==> src/hdl/stunp_pkg.sv <==
`default_nettype none

package stunp_pkg;

  // Byte position counter width; the position saturates at its all-ones value.
  localparam int POSITION_WIDTH = 16;
  localparam logic [POSITION_WIDTH-1:0] POS_MAX = '1;

  // Header byte positions where the captured field changes, and the last header byte.
  localparam logic [POSITION_WIDTH-1:0] POS_COOKIE   = POSITION_WIDTH'(4);
  localparam logic [POSITION_WIDTH-1:0] POS_TXN_HIGH = POSITION_WIDTH'(8);
  localparam logic [POSITION_WIDTH-1:0] POS_TXN_LOW  = POSITION_WIDTH'(12);
  localparam logic [POSITION_WIDTH-1:0] POS_HDR_LAST = POSITION_WIDTH'(19);

  localparam logic [31:0] MAGIC_COOKIE = 32'h2112A442;

  // Attribute header gather count and padded value skip count share one counter.
  localparam int SKIP_W = 17;
  localparam logic [SKIP_W-1:0] ATTR_HDR_BYTES = SKIP_W'(4);

  // Result queue; the depth must be a power of two.
  localparam int RES_DEPTH = 4;
  localparam int RES_PTR_W = $clog2(RES_DEPTH);
  localparam int RES_CNT_W = $clog2(RES_DEPTH + 1);

  typedef enum logic [1:0] {
    PH_HEADER,
    PH_ATTR,
    PH_SKIP,
    PH_IGNORE
  } phase_t;

  typedef enum logic [1:0] {
    KIND_HEADER,
    KIND_ATTR,
    KIND_END
  } kind_t;

  typedef enum logic [1:0] {
    ST_OK,
    ST_SHORT,
    ST_COOKIE,
    ST_PAST_END
  } status_t;

  typedef struct packed {
    kind_t       kind;
    status_t     status;
    logic [15:0] message_type;
    logic [15:0] message_length;
    logic [31:0] txn_high;
    logic [63:0] txn_low;
    logic [15:0] attribute_type;
    logic [15:0] attribute_length;
    logic [15:0] value_offset;
    logic        run_last;
  } result_t;

endpackage

`default_nettype wire

==> src/hdl/stunp_parse.sv <==
`default_nettype none

module stunp_parse (
  input  wire logic                               clk,
  input  wire logic                               rst,
  input  wire logic                               data_valid,
  output logic                                    data_stall,
  input  wire logic [7:0]                         data_byte,
  input  wire logic                               final_byte,
  input  wire logic [stunp_pkg::RES_CNT_W-1:0]    level,
  output logic [1:0]                              push_count,
  output stunp_pkg::result_t [1:0]                push_res
);
  import stunp_pkg::*;

  logic                      valid_q;
  logic [7:0]                byte_q;
  logic                      fin_q;

  logic [POSITION_WIDTH-1:0] byte_position, byte_position_next;
  phase_t                    phase, phase_next;
  logic [31:0]               type_len, type_len_next;
  logic [31:0]               cookie_word, cookie_word_next;
  logic [31:0]               txn_high, txn_high_next;
  logic [63:0]               txn_low, txn_low_next;
  logic [31:0]               attr_hdr, attr_hdr_next;
  logic [SKIP_W-1:0]         skip_remaining, skip_remaining_next;

  logic [POSITION_WIDTH-1:0] newpos;
  logic [SKIP_W-1:0]         skip_inc;
  logic [SKIP_W-1:0]         skip_dec;
  logic [SKIP_W-1:0]         padded;
  logic                      body_valid;
  result_t                   body_res;
  result_t                   end_res;
  logic [RES_CNT_W+1:0]      level_ahead;
  logic                      accept;

  // The byte in the input register pushes its results this cycle, and a byte accepted now
  // may push two more in the next one, so keep room for both.
  assign level_ahead = (RES_CNT_W + 2)'(level) + (RES_CNT_W + 2)'(push_count);
  assign data_stall  = level_ahead > (RES_CNT_W + 2)'(RES_DEPTH - 2);
  assign accept      = data_valid && !data_stall;

  always_ff @(posedge clk) begin
    if (rst) begin
      valid_q <= 1'b0;
    end else begin
      valid_q <= accept;
    end
    if (accept) begin
      byte_q <= data_byte;
      fin_q  <= final_byte;
    end
  end

  always_comb begin
    newpos              = (byte_position == POS_MAX) ? POS_MAX : byte_position + 1'b1;
    byte_position_next  = byte_position;
    phase_next          = phase;
    type_len_next       = type_len;
    cookie_word_next    = cookie_word;
    txn_high_next       = txn_high;
    txn_low_next        = txn_low;
    attr_hdr_next       = attr_hdr;
    skip_remaining_next = skip_remaining;
    skip_inc            = skip_remaining + 1'b1;
    skip_dec            = (skip_remaining != '0) ? skip_remaining - 1'b1 : skip_remaining;
    padded              = '0;
    body_valid          = 1'b0;
    body_res            = '0;
    end_res             = '0;

    if (valid_q) begin
      unique case (phase)
        PH_HEADER: begin
          if (byte_position < POS_COOKIE) begin
            type_len_next = {type_len[23:0], byte_q};
          end else if (byte_position < POS_TXN_HIGH) begin
            cookie_word_next = {cookie_word[23:0], byte_q};
          end else if (byte_position < POS_TXN_LOW) begin
            txn_high_next = {txn_high[23:0], byte_q};
          end else begin
            txn_low_next = {txn_low[55:0], byte_q};
          end
          if (byte_position == POS_HDR_LAST) begin
            body_valid              = 1'b1;
            body_res.kind           = KIND_HEADER;
            body_res.message_type   = type_len_next[31:16];
            body_res.message_length = type_len_next[15:0];
            if (cookie_word == MAGIC_COOKIE) begin
              body_res.status     = ST_OK;
              body_res.txn_high   = txn_high_next;
              body_res.txn_low    = txn_low_next;
              phase_next          = PH_ATTR;
              skip_remaining_next = '0;
              attr_hdr_next       = '0;
            end else begin
              body_res.status = ST_COOKIE;
              phase_next      = PH_IGNORE;
            end
          end
        end
        PH_ATTR: begin
          attr_hdr_next       = {attr_hdr[23:0], byte_q};
          padded              = ({1'b0, attr_hdr_next[15:0]} + SKIP_W'(3)) & ~SKIP_W'(3);
          skip_remaining_next = skip_inc;
          if (skip_inc >= ATTR_HDR_BYTES) begin
            body_valid                = 1'b1;
            body_res.kind             = KIND_ATTR;
            body_res.status           = ST_OK;
            body_res.attribute_type   = attr_hdr_next[31:16];
            body_res.attribute_length = attr_hdr_next[15:0];
            body_res.value_offset     = 16'(newpos);
            if (padded != '0) begin
              phase_next          = PH_SKIP;
              skip_remaining_next = padded;
            end else begin
              skip_remaining_next = '0;
            end
          end
        end
        PH_SKIP: begin
          skip_remaining_next = skip_dec;
          if (skip_dec == '0) begin
            phase_next = PH_ATTR;
          end
        end
        PH_IGNORE: begin
        end
        default: begin
        end
      endcase

      byte_position_next = newpos;

      if (fin_q) begin
        end_res.kind = KIND_END;
        unique case (phase_next)
          PH_HEADER: end_res.status = ST_SHORT;
          PH_SKIP:   end_res.status = ST_PAST_END;
          PH_IGNORE: end_res.status = ST_COOKIE;
          default:   end_res.status = ST_OK;
        endcase
        // The message is over; start the next one from a clean state.
        byte_position_next  = '0;
        phase_next          = PH_HEADER;
        type_len_next       = '0;
        cookie_word_next    = '0;
        txn_high_next       = '0;
        txn_low_next        = '0;
        attr_hdr_next       = '0;
        skip_remaining_next = '0;
      end
    end

    end_res.run_last  = 1'b1;
    body_res.run_last = !(valid_q && fin_q);
    push_count        = {1'b0, valid_q && body_valid} + {1'b0, valid_q && fin_q};
    push_res[0]       = body_valid ? body_res : end_res;
    push_res[1]       = end_res;
  end

  always_ff @(posedge clk) begin
    if (rst) begin
      byte_position  <= '0;
      phase          <= PH_HEADER;
      type_len       <= '0;
      cookie_word    <= '0;
      txn_high       <= '0;
      txn_low        <= '0;
      attr_hdr       <= '0;
      skip_remaining <= '0;
    end else begin
      byte_position  <= byte_position_next;
      phase          <= phase_next;
      type_len       <= type_len_next;
      cookie_word    <= cookie_word_next;
      txn_high       <= txn_high_next;
      txn_low        <= txn_low_next;
      attr_hdr       <= attr_hdr_next;
      skip_remaining <= skip_remaining_next;
    end
  end

  a_fin_restarts: assert property (@(posedge clk) disable iff (rst)
    valid_q && fin_q |=> byte_position == '0 && phase == PH_HEADER)
    else $error("parser did not restart after the last byte of a message");

  a_skip_nonzero: assert property (@(posedge clk) disable iff (rst)
    phase == PH_SKIP |-> skip_remaining != '0)
    else $error("skip phase entered with nothing to skip");

  a_header_in_range: assert property (@(posedge clk) disable iff (rst)
    phase == PH_HEADER |-> byte_position <= POS_HDR_LAST)
    else $error("header phase ran past the header");

endmodule

`default_nettype wire

==> src/hdl/stunp_res_fifo.sv <==
`default_nettype none

module stunp_res_fifo (
  input  wire logic                               clk,
  input  wire logic                               rst,
  input  wire logic [1:0]                         push_count,
  input  wire stunp_pkg::result_t [1:0]           push_res,
  output logic [stunp_pkg::RES_CNT_W-1:0]         level,
  output logic                                    head_valid,
  output stunp_pkg::result_t                      head,
  input  wire logic                               head_stall
);
  import stunp_pkg::*;

  result_t              entries [RES_DEPTH];
  logic [RES_PTR_W-1:0] wr_ptr;
  logic [RES_PTR_W-1:0] rd_ptr;
  logic [RES_CNT_W-1:0] count;
  logic                 pop;

  assign head_valid = count != '0;
  assign head       = entries[rd_ptr];
  assign level      = count;
  assign pop        = head_valid && !head_stall;

  always_ff @(posedge clk) begin
    if (push_count != 2'd0) begin
      entries[wr_ptr] <= push_res[0];
    end
    if (push_count == 2'd2) begin
      entries[wr_ptr + 1'b1] <= push_res[1];
    end
  end

  always_ff @(posedge clk) begin
    if (rst) begin
      wr_ptr <= '0;
      rd_ptr <= '0;
      count  <= '0;
    end else begin
      wr_ptr <= wr_ptr + RES_PTR_W'(push_count);
      rd_ptr <= rd_ptr + RES_PTR_W'(pop);
      count  <= count + RES_CNT_W'(push_count) - RES_CNT_W'(pop);
    end
  end

  a_no_overflow: assert property (@(posedge clk) disable iff (rst)
    (RES_CNT_W + 1)'(count) + (RES_CNT_W + 1)'(push_count) <= (RES_CNT_W + 1)'(RES_DEPTH))
    else $error("result queue overflow");

  a_pop_moves_head: assert property (@(posedge clk) disable iff (rst)
    pop |=> rd_ptr == $past(rd_ptr) + 1'b1)
    else $error("read pointer did not advance on a taken result");

  a_count_in_range: assert property (@(posedge clk) disable iff (rst)
    count <= RES_CNT_W'(RES_DEPTH))
    else $error("result queue count out of range");

endmodule

`default_nettype wire

==> src/hdl/stun_message_parser.sv <==
// A request accepted at the input is captured in the input register, and the results it
// yields are written into the result queue, which drives the output.
// The parser takes one byte per cycle while the input is not stalled. A byte can yield
// two results, and a four-entry result queue absorbs these so the input stalls only
// when the queue could not hold the results of the next byte. Reset (rst, synchronous,
// active high) returns the parser to a message start and empties the result queue.
`default_nettype none

module stun_message_parser (
  input  wire logic        clk,
  input  wire logic        rst,
  input  wire logic        data_valid,
  output logic             data_stall,
  input  wire logic [7:0]  data_byte,
  input  wire logic        final_byte,
  output logic             result_valid,
  input  wire logic        result_stall,
  output logic [1:0]       result_kind,
  output logic [1:0]       status,
  output logic [15:0]      message_type,
  output logic [15:0]      message_length,
  output logic [31:0]      transaction_id_high,
  output logic [63:0]      transaction_id_low,
  output logic [15:0]      attribute_type,
  output logic [15:0]      attribute_length,
  output logic [15:0]      value_offset,
  output logic             run_last
);
  import stunp_pkg::*;

  // Each input request is registered, then the parser works out the next state and
  // up to two results (a header or attribute result, and an end result on the last
  // byte) in one pass. Those results go into a small queue that feeds the output.
  logic [RES_CNT_W-1:0] level;
  logic [1:0]           push_count;
  result_t [1:0]        push_res;
  result_t              head;

  stunp_parse u_parse (
    .clk        (clk),
    .rst        (rst),
    .data_valid (data_valid),
    .data_stall (data_stall),
    .data_byte  (data_byte),
    .final_byte (final_byte),
    .level      (level),
    .push_count (push_count),
    .push_res   (push_res)
  );

  // The queue head is held steady while the output is stalled.
  stunp_res_fifo u_res_fifo (
    .clk        (clk),
    .rst        (rst),
    .push_count (push_count),
    .push_res   (push_res),
    .level      (level),
    .head_valid (result_valid),
    .head       (head),
    .head_stall (result_stall)
  );

  // Fields that do not belong to a given result kind are carried as zero.
  assign result_kind         = head.kind;
  assign status              = head.status;
  assign message_type        = head.message_type;
  assign message_length      = head.message_length;
  assign transaction_id_high = head.txn_high;
  assign transaction_id_low  = head.txn_low;
  assign attribute_type      = head.attribute_type;
  assign attribute_length    = head.attribute_length;
  assign value_offset        = head.value_offset;
  assign run_last            = head.run_last;

endmodule

`default_nettype wire
==> config.mk <==
export PLATFORM = sky130hd
export DESIGN_NAME = stun_message_parser
export DESIGN_NICKNAME = d
export VERILOG_FILES = /design/src/hdl/stunp_pkg.sv /design/src/hdl/stunp_parse.sv /design/src/hdl/stunp_res_fifo.sv /design/src/hdl/stun_message_parser.sv
export SDC_FILE = /design/constraint.sdc
export NUM_CORES = 2
export LEC_CHECK = 0
export BUFFER_PORTS_ARGS = -buffer_cell sky130_fd_sc_hd__clkbuf_2
export CAP_MARGIN = 0
export CELL_PAD_IN_SITES_DETAIL_PLACEMENT = 1
export CELL_PAD_IN_SITES_GLOBAL_PLACEMENT = 2
export CORE_ASPECT_RATIO = 0.9
export CORE_UTILIZATION = 40
export DETAILED_ROUTE_END_ITERATION = 6
export PLACE_DENSITY_LB_ADDON = 0.1
export SLEW_MARGIN = 25
export SYNTH_ARGS = -nofsm -noshare
export SYNTH_HDL_FRONTEND = slang
export SYNTH_SLANG_ARGS = --single-unit
export TNS_END_PERCENT = 1
==> constraint.sdc <==
create_clock -name clk -period 5 [get_ports clk]
set_clock_uncertainty 0.1 [all_clocks]
set_input_delay 0.75 -clock clk [delete_from_list [all_inputs] [get_ports clk]]
set_output_delay 0.75 -clock clk [all_outputs]
set_load 0.1 [all_outputs]
Word-level counts from Yosys, hierarchy flattened
Memories as Yosys holds them, arrays and structs flattened. A register that Yosys moved wholly into a read port is not among the register bits. Index checks and enable logic that the tools add are counted.

Multipliers: 0. Equal/unequal tests: 11. Shift-type cells: 0. Bitwise logic cells: 0. Order comparisons: 5. Add/sub/neg operators: 11. Muxes and demuxes: 60. Reductions and logical operators: 22. Div/mod/pow operators: 0.

Operators by type and width (count): two-way mux 32 bit (12); two-way mux 64 bit (5); two-way mux 181 bit (1); two-way mux 180 bit (1); two-way mux 130 bit (1); two-way mux 128 bit (1); two-way mux 17 bit (6); two-way mux 48 bit (2); two-way mux 96 bit (1); two-way mux 24 bit (3); one-hot mux 17 bit (3 select lines) (1); one-hot mux 24 bit (2 select lines) (1); nonzero test 17 bit (2); == test 32 x 30 -> 1 bit, second input constant (1); less-than comparator 16 x 4 -> 1 bit, second input constant (2); two-way mux 16 bit (2); two-way mux 2 bit (9); adder 16 x 2 -> 17 bit, second input constant (1); adder 17 x 1 -> 17 bit, second input constant (1); >= comparator 17 x 3 -> 1 bit, second input constant (1); zero test 17 bit (1); subtractor 17 x 1 -> 17 bit, second input constant (1); adder 16 x 1 -> 16 bit, second input constant (1); == test 16 bit, second input constant (1); other kinds (28) (51).

Input bits: 13. Output and inout bits: 183. Memories kept: 1. Bits in latches: 0. Memory bits (writable): 724. Register bits: 236. Memory bits (read-only): 0.

Memory list: u_res_fifo.entries (depth 4, width 181, rd ports 1, clocked after memory_dff 1, write ports 2, line stunp_res_fifo.sv:15) `result_t entries [RES_DEPTH];`.

Logic depth before layout (Yosys ltp)
Word-level depth: 11. Gate-level depth with buffers: 16. Depth with buffers taken out: 16.

Cells and area by module
Synthesis repeated with hierarchy kept, for this count alone.

Cells, all modules: 3663. Area, all modules: 49278.5 µm².

Modules (own cells, without submodules): stunp_res_fifo (sequential area each 21881.0 µm², area an instance 35746.8 µm², instances 1, cells an instance 1799); stunp_parse (sequential area each 4674.5 µm², area an instance 13531.7 µm², instances 1, cells an instance 1864).

Worst setup path before layout
No wires, ideal clock.

Kind: register -> output. From: register u_parse.skip_remaining[0]. To: output port data_stall. Arrival: 3.671 ns. Setup slack: 0.479 ns. Path buffers: 0. Cell stages (with the launch flop): 16. Path through: dfxtp_1 > ha_1 > nand4_1 > nor4_2 > nand3_1 > a222oi_1 > a311oi_1 > nand2b_1 > inv_1 > ha_1 > ha_1 > fa_1 > nand3_1 > o21a_1 > a21oi_1 > inv_1.

Word-level cells in the longest chain between the ends: 9.

Ends and longest elaborated chain: from (decl) (line stunp_parse.sv:27) `logic [SKIP_W-1:0] skip_remaining, skip_remaining_next;`; from (signal assigned) (line stunp_parse.sv:182) `skip_remaining <= skip_remaining_next;`; adder 17 x 1 -> 17 bit (line stunp_parse.sv:67) `skip_inc = skip_remaining + 1'b1;`; >= comparator 17 x 3 -> 1 bit (line stunp_parse.sv:108) `if (skip_inc >= ATTR_HDR_BYTES) begin`; two-way mux 1 bit (line stunp_parse.sv:108); one-hot mux 1 bit (2 select lines) (line stunp_parse.sv:75) `unique case (phase)`; two-way mux 1 bit (line stunp_parse.sv:74) `if (valid_q) begin`; logical AND 1 bit (line stunp_parse.sv:159) `push_count = {1'b0, valid_q && body_valid} + {1'b0, valid_q && fin_q};`; adder 1 x 1 -> 2 bit (line stunp_parse.sv:159); adder 3 x 2 -> 4 bit (line stunp_parse.sv:41) `assign level_ahead = (RES_CNT_W + 2)'(level) + (RES_CNT_W + 2)'(push_count);`; greater-than comparator 5 x 2 -> 1 bit (line stunp_parse.sv:42) `assign data_stall = level_ahead > (RES_CNT_W + 2)'(RES_DEPTH - 2);`; to (decl) (line stun_message_parser.sv:13) `output logic data_stall,`.

Every way passes these cells.

Worst setup path after layout
From: register u_parse.skip_remaining[1]. To: output port data_stall.

Same word-level chain as after synthesis.

==> run_results.csv <==
group,metric,value,unit
synthesis,yosys-top-cells-area,"dfxtp_1 (49%), mux4_2 (11%), o21ai_0 (7.5%)",
route,routedWlPerCell,22.98,µm
placement,gp_congestion,0.8051,
floorplanning,dieWidth,330,µm
clock_tree,htree_levels,3,
grt,grt_pass1_wl,190400,µm
setup_path,critPathLaunch,"u_parse.skip_remaining[1]",
synthesis,synth_cell_types,89,
clock_tree,root_buffer,"clkbuf_16",
clock_tree,cts_made_buffers,103,
grt,top_usage_layer,"met2",
floorplanning,die_area,98080,µm²
setup_path,rr_worst_depth,16,
setup_path,worstSetupPathType,"reg2out",
cells_and_area,final_area,44640,µm²
floorplanning,die_h,297.2,µm
cells_and_area,finish.utilization,46.83,%
outcome,status,"finished, final reports clean",
synthesis,synth_area,38730,µm²
floorplanning,row_count,107,
setup_path,crit_chain,"ha_4 > nand4_1 > nor4_2 > nand3_1 > a222oi_1 > buf_4 > a311oi_4 > nand2b_4 > clkinv_4 > ha_4 > ha_4 > fa_2 > o21a_1 > a21oi_2 > buf_6 > inv_4 > buf_12",
placement,port_buffers,195,
floorplanning,initial_utilization,40.63,%
route,first_pass_iters,5,
synthesis,async_flop_share,0,%
run,maxCapViolCount,0,
grt,antenna_found_initial,9,
pwr,max-vdd-ir-drop,0.3031,mV
setup_path,r2r_slack,0.89,ns
floorplanning,ios,196,
timing,drv_slew,0,
cells_and_area,area_growth,15.26,%
route,num_vias,30140,
clock_tree,cts.clk_slew.worst_paths,0.06,ns
grt,grt_max_degree,136,
hold_path,min_from,"data_byte[7]",
synthesis,synth_ff_type,"dfxtp_1",
clock_tree,tritoncts,"yes",
timing,rsz0062_at_grt,"yes",
timing,setup_viol,0,
grt,grt_use_met1,34.77,%
synthesis,ys_seq_area_share,50.16,%
cells_and_area,drive_above_1_share,20.89,%
grt,grt_pass1_vias,31090,
grt,grt_overflow_total,0,
synthesis,synth_top_area_share,48.53,%
setup_path,cpMostUsedCell,"ha_4",
clock_tree,clk_path_buf_depth,3,
synthesis,synthesis.nets,3963,
timing,min_period,4.973,ns
route,final_antenna_net_count,0,
hold_path,worstHoldEndpoint,"u_parse.byte_q[7]",
timing,fmax,0.2011,GHz
synthesis,syn_area_per_cell,9.853,µm²
clock_tree,insertion_delay,0.68,ns
synthesis,ys_ff_latch,960,
setup_path,critPathRequiredTime,4.15,ns
placement,hpwl,71790,µm
synthesis,synth_largest_area_cell,"dfxtp_1",
setup_path,crit-reg2reg-launch,"u_parse.skip_remaining[1]",
pwr,power.total,0.01777,W
synthesis,yosysMostFrequentCell,"dfxtp_1",
setup_path,regToRegEndpoint,"u_parse.byte_q[3]",
synthesis,ys_top_cells_by_count,"dfxtp_1 (939), nand2_1 (719), o21ai_0 (580)",
route,drtIter0Drc,1795,
timing,worst_slew_pin_slew,1.032,ns
setup_path,path_max_fanout,3,
synthesis,yosysWarningCount,0,
timing,hold_violations,0,
timing,slew_headroom,31.11,%
timing,setup_tns,0,ns
setup_path,slowest_stage,"dfxtp_2",
setup_path,end_kind,"output pin",
setup_path,start_kind,"register",
pwr,p_leak,16.10,nW
setup_path,critPathArrivalTime,4.12,ns
synthesis,syn_inst,3931,
hold_path,hold_class,"in2reg",
route,viasPerCell,5.671,
timing,finalCritPeriodShare,99.47,%
route,drc,0,
route,routed_wl,122100,µm
grt,grt_util_all_layers,24.74,%
clock_tree,holdBufCountCts,0,
setup_path,critPathMaxStageDelay,0.36,ns
clock_tree,cts.sinks,960,
hold_path,min_path_cells,1,
floorplanning,coreArea,95320,µm²
cells_and_area,fin_nets,4007,
grt,gr-usage-met2,39.79,%
pwr,powerDensity,398.0,nW/µm²
synthesis,synth_edf_count,21,
placement,place_area,40920,µm²
grt,met3_usage,3.408,%
timing,holdWs,0.1682,ns
## area by class of cell
type,count,area [µm²]
antenna,2,5.005
clock buffer,148,3050
clock inverter,41,495.5
fill,10520,50680
inverter,28,112.6
multi-input combinational,2604,18090
sequential,960,19440
tap,1253,1568
timing repair buffer,278,1874
## metrics by stage
step | setup WS (ns) | cells
2_1_floorplan | 0.4788 | 3931
3_3_place_gp | 0.1417 | 5118
3_5_place_dp | 0.07618 | 5118
4_1_cts | 0.02852 | 5308
5_1_grt | -0.1439 | 5313
6_report | 0.02671 | 5314
## cells by family (layout without fill, tap and decap cells)
| group | after synthesis | in the layout | synth area share [%] |
|---|---|---|---|
| XOR/XNOR | 33 | 33 | 0.7463 |
| AO/OA/AOI/OAI | 1047 | 1047 | 16.87 |
| other | 0 | 2 | 0 |
| flip-flops | 960 | 960 | 50.16 |
| buffers and inverters | 367 | 495 | 3.760 |
| adder cells (fa/ha/maj) | 19 | 19 | 0.6526 |
| AND/OR/NAND/NOR | 1189 | 1189 | 13.38 |
| multiplexers | 316 | 316 | 14.43 |
## cells in the final DEF, fill, tap and decap left out, types with 32 or more instances in the layout
master / n
dfxtp_1: 931
nand2_1: 716
o21ai_0: 580
nor2_1: 239
clkbuf_2: 193
mux4_2: 181
a22oi_1: 156
a22o_1: 154
mux2_2: 128
clkbuf_16: 106
buf_4: 62
a21oi_1: 54
nand3_1: 53
nor3b_1: 32
## routing by layer
layer  wire, µm  part of all wire, %
met1      57540                   47
met2      57220                   47
met3       4485                  3.7
met4       2896                  2.4
met5          0                    0
## report_power, final
group / internal, W / switching, W
logic: 0.000654 / 0.00123
registers: 0.00773 / 0.000164
clock network: 0.00475 / 0.00324
## state kept, by name, summed over array words and instances, names as in the netlist
name,cells
u_res_fifo.level,3
u_parse.txn_low,64
u_res_fifo.rd_ptr,2
u_res_fifo.wr_ptr,2
u_parse.fin_q,1
u_parse.txn_high,32
u_parse.cookie_word,32
u_parse.phase,2
u_parse.attr_hdr,24
u_parse.skip_remaining,17
u_res_fifo.entries,724
u_parse.byte_q,8
u_parse.type_len,32
u_parse.byte_position,16
u_parse.valid_q,1
## worst max-delay path, delay by kind of cell, from the launching register on
family,cells,cell delay (ns)
adder cells (fa/ha/maj),4,0.88
AND/OR/NAND/NOR,4,0.82
AO/OA/AOI/OAI,4,0.78
buffers and inverters,5,0.61
flip-flops,1,0.36
## how the worst max path moves through the flow
stage,endpoint,slack (ns)
floorplan,data_stall,0.48
global placement,data_stall,0.14
detailed placement,data_stall,0.08
CTS,data_stall,0.03
global route,data_stall,-0.14
finish,data_stall,0.03
## timing repair
item,in CTS,in global routing
pin swaps,4,6
gates resized for setup,17,12
endpoints found under the setup margin,1,1
cloned,0,0
buffers inserted,1,4
Note: power is estimated with default switching activity, not from simulation.
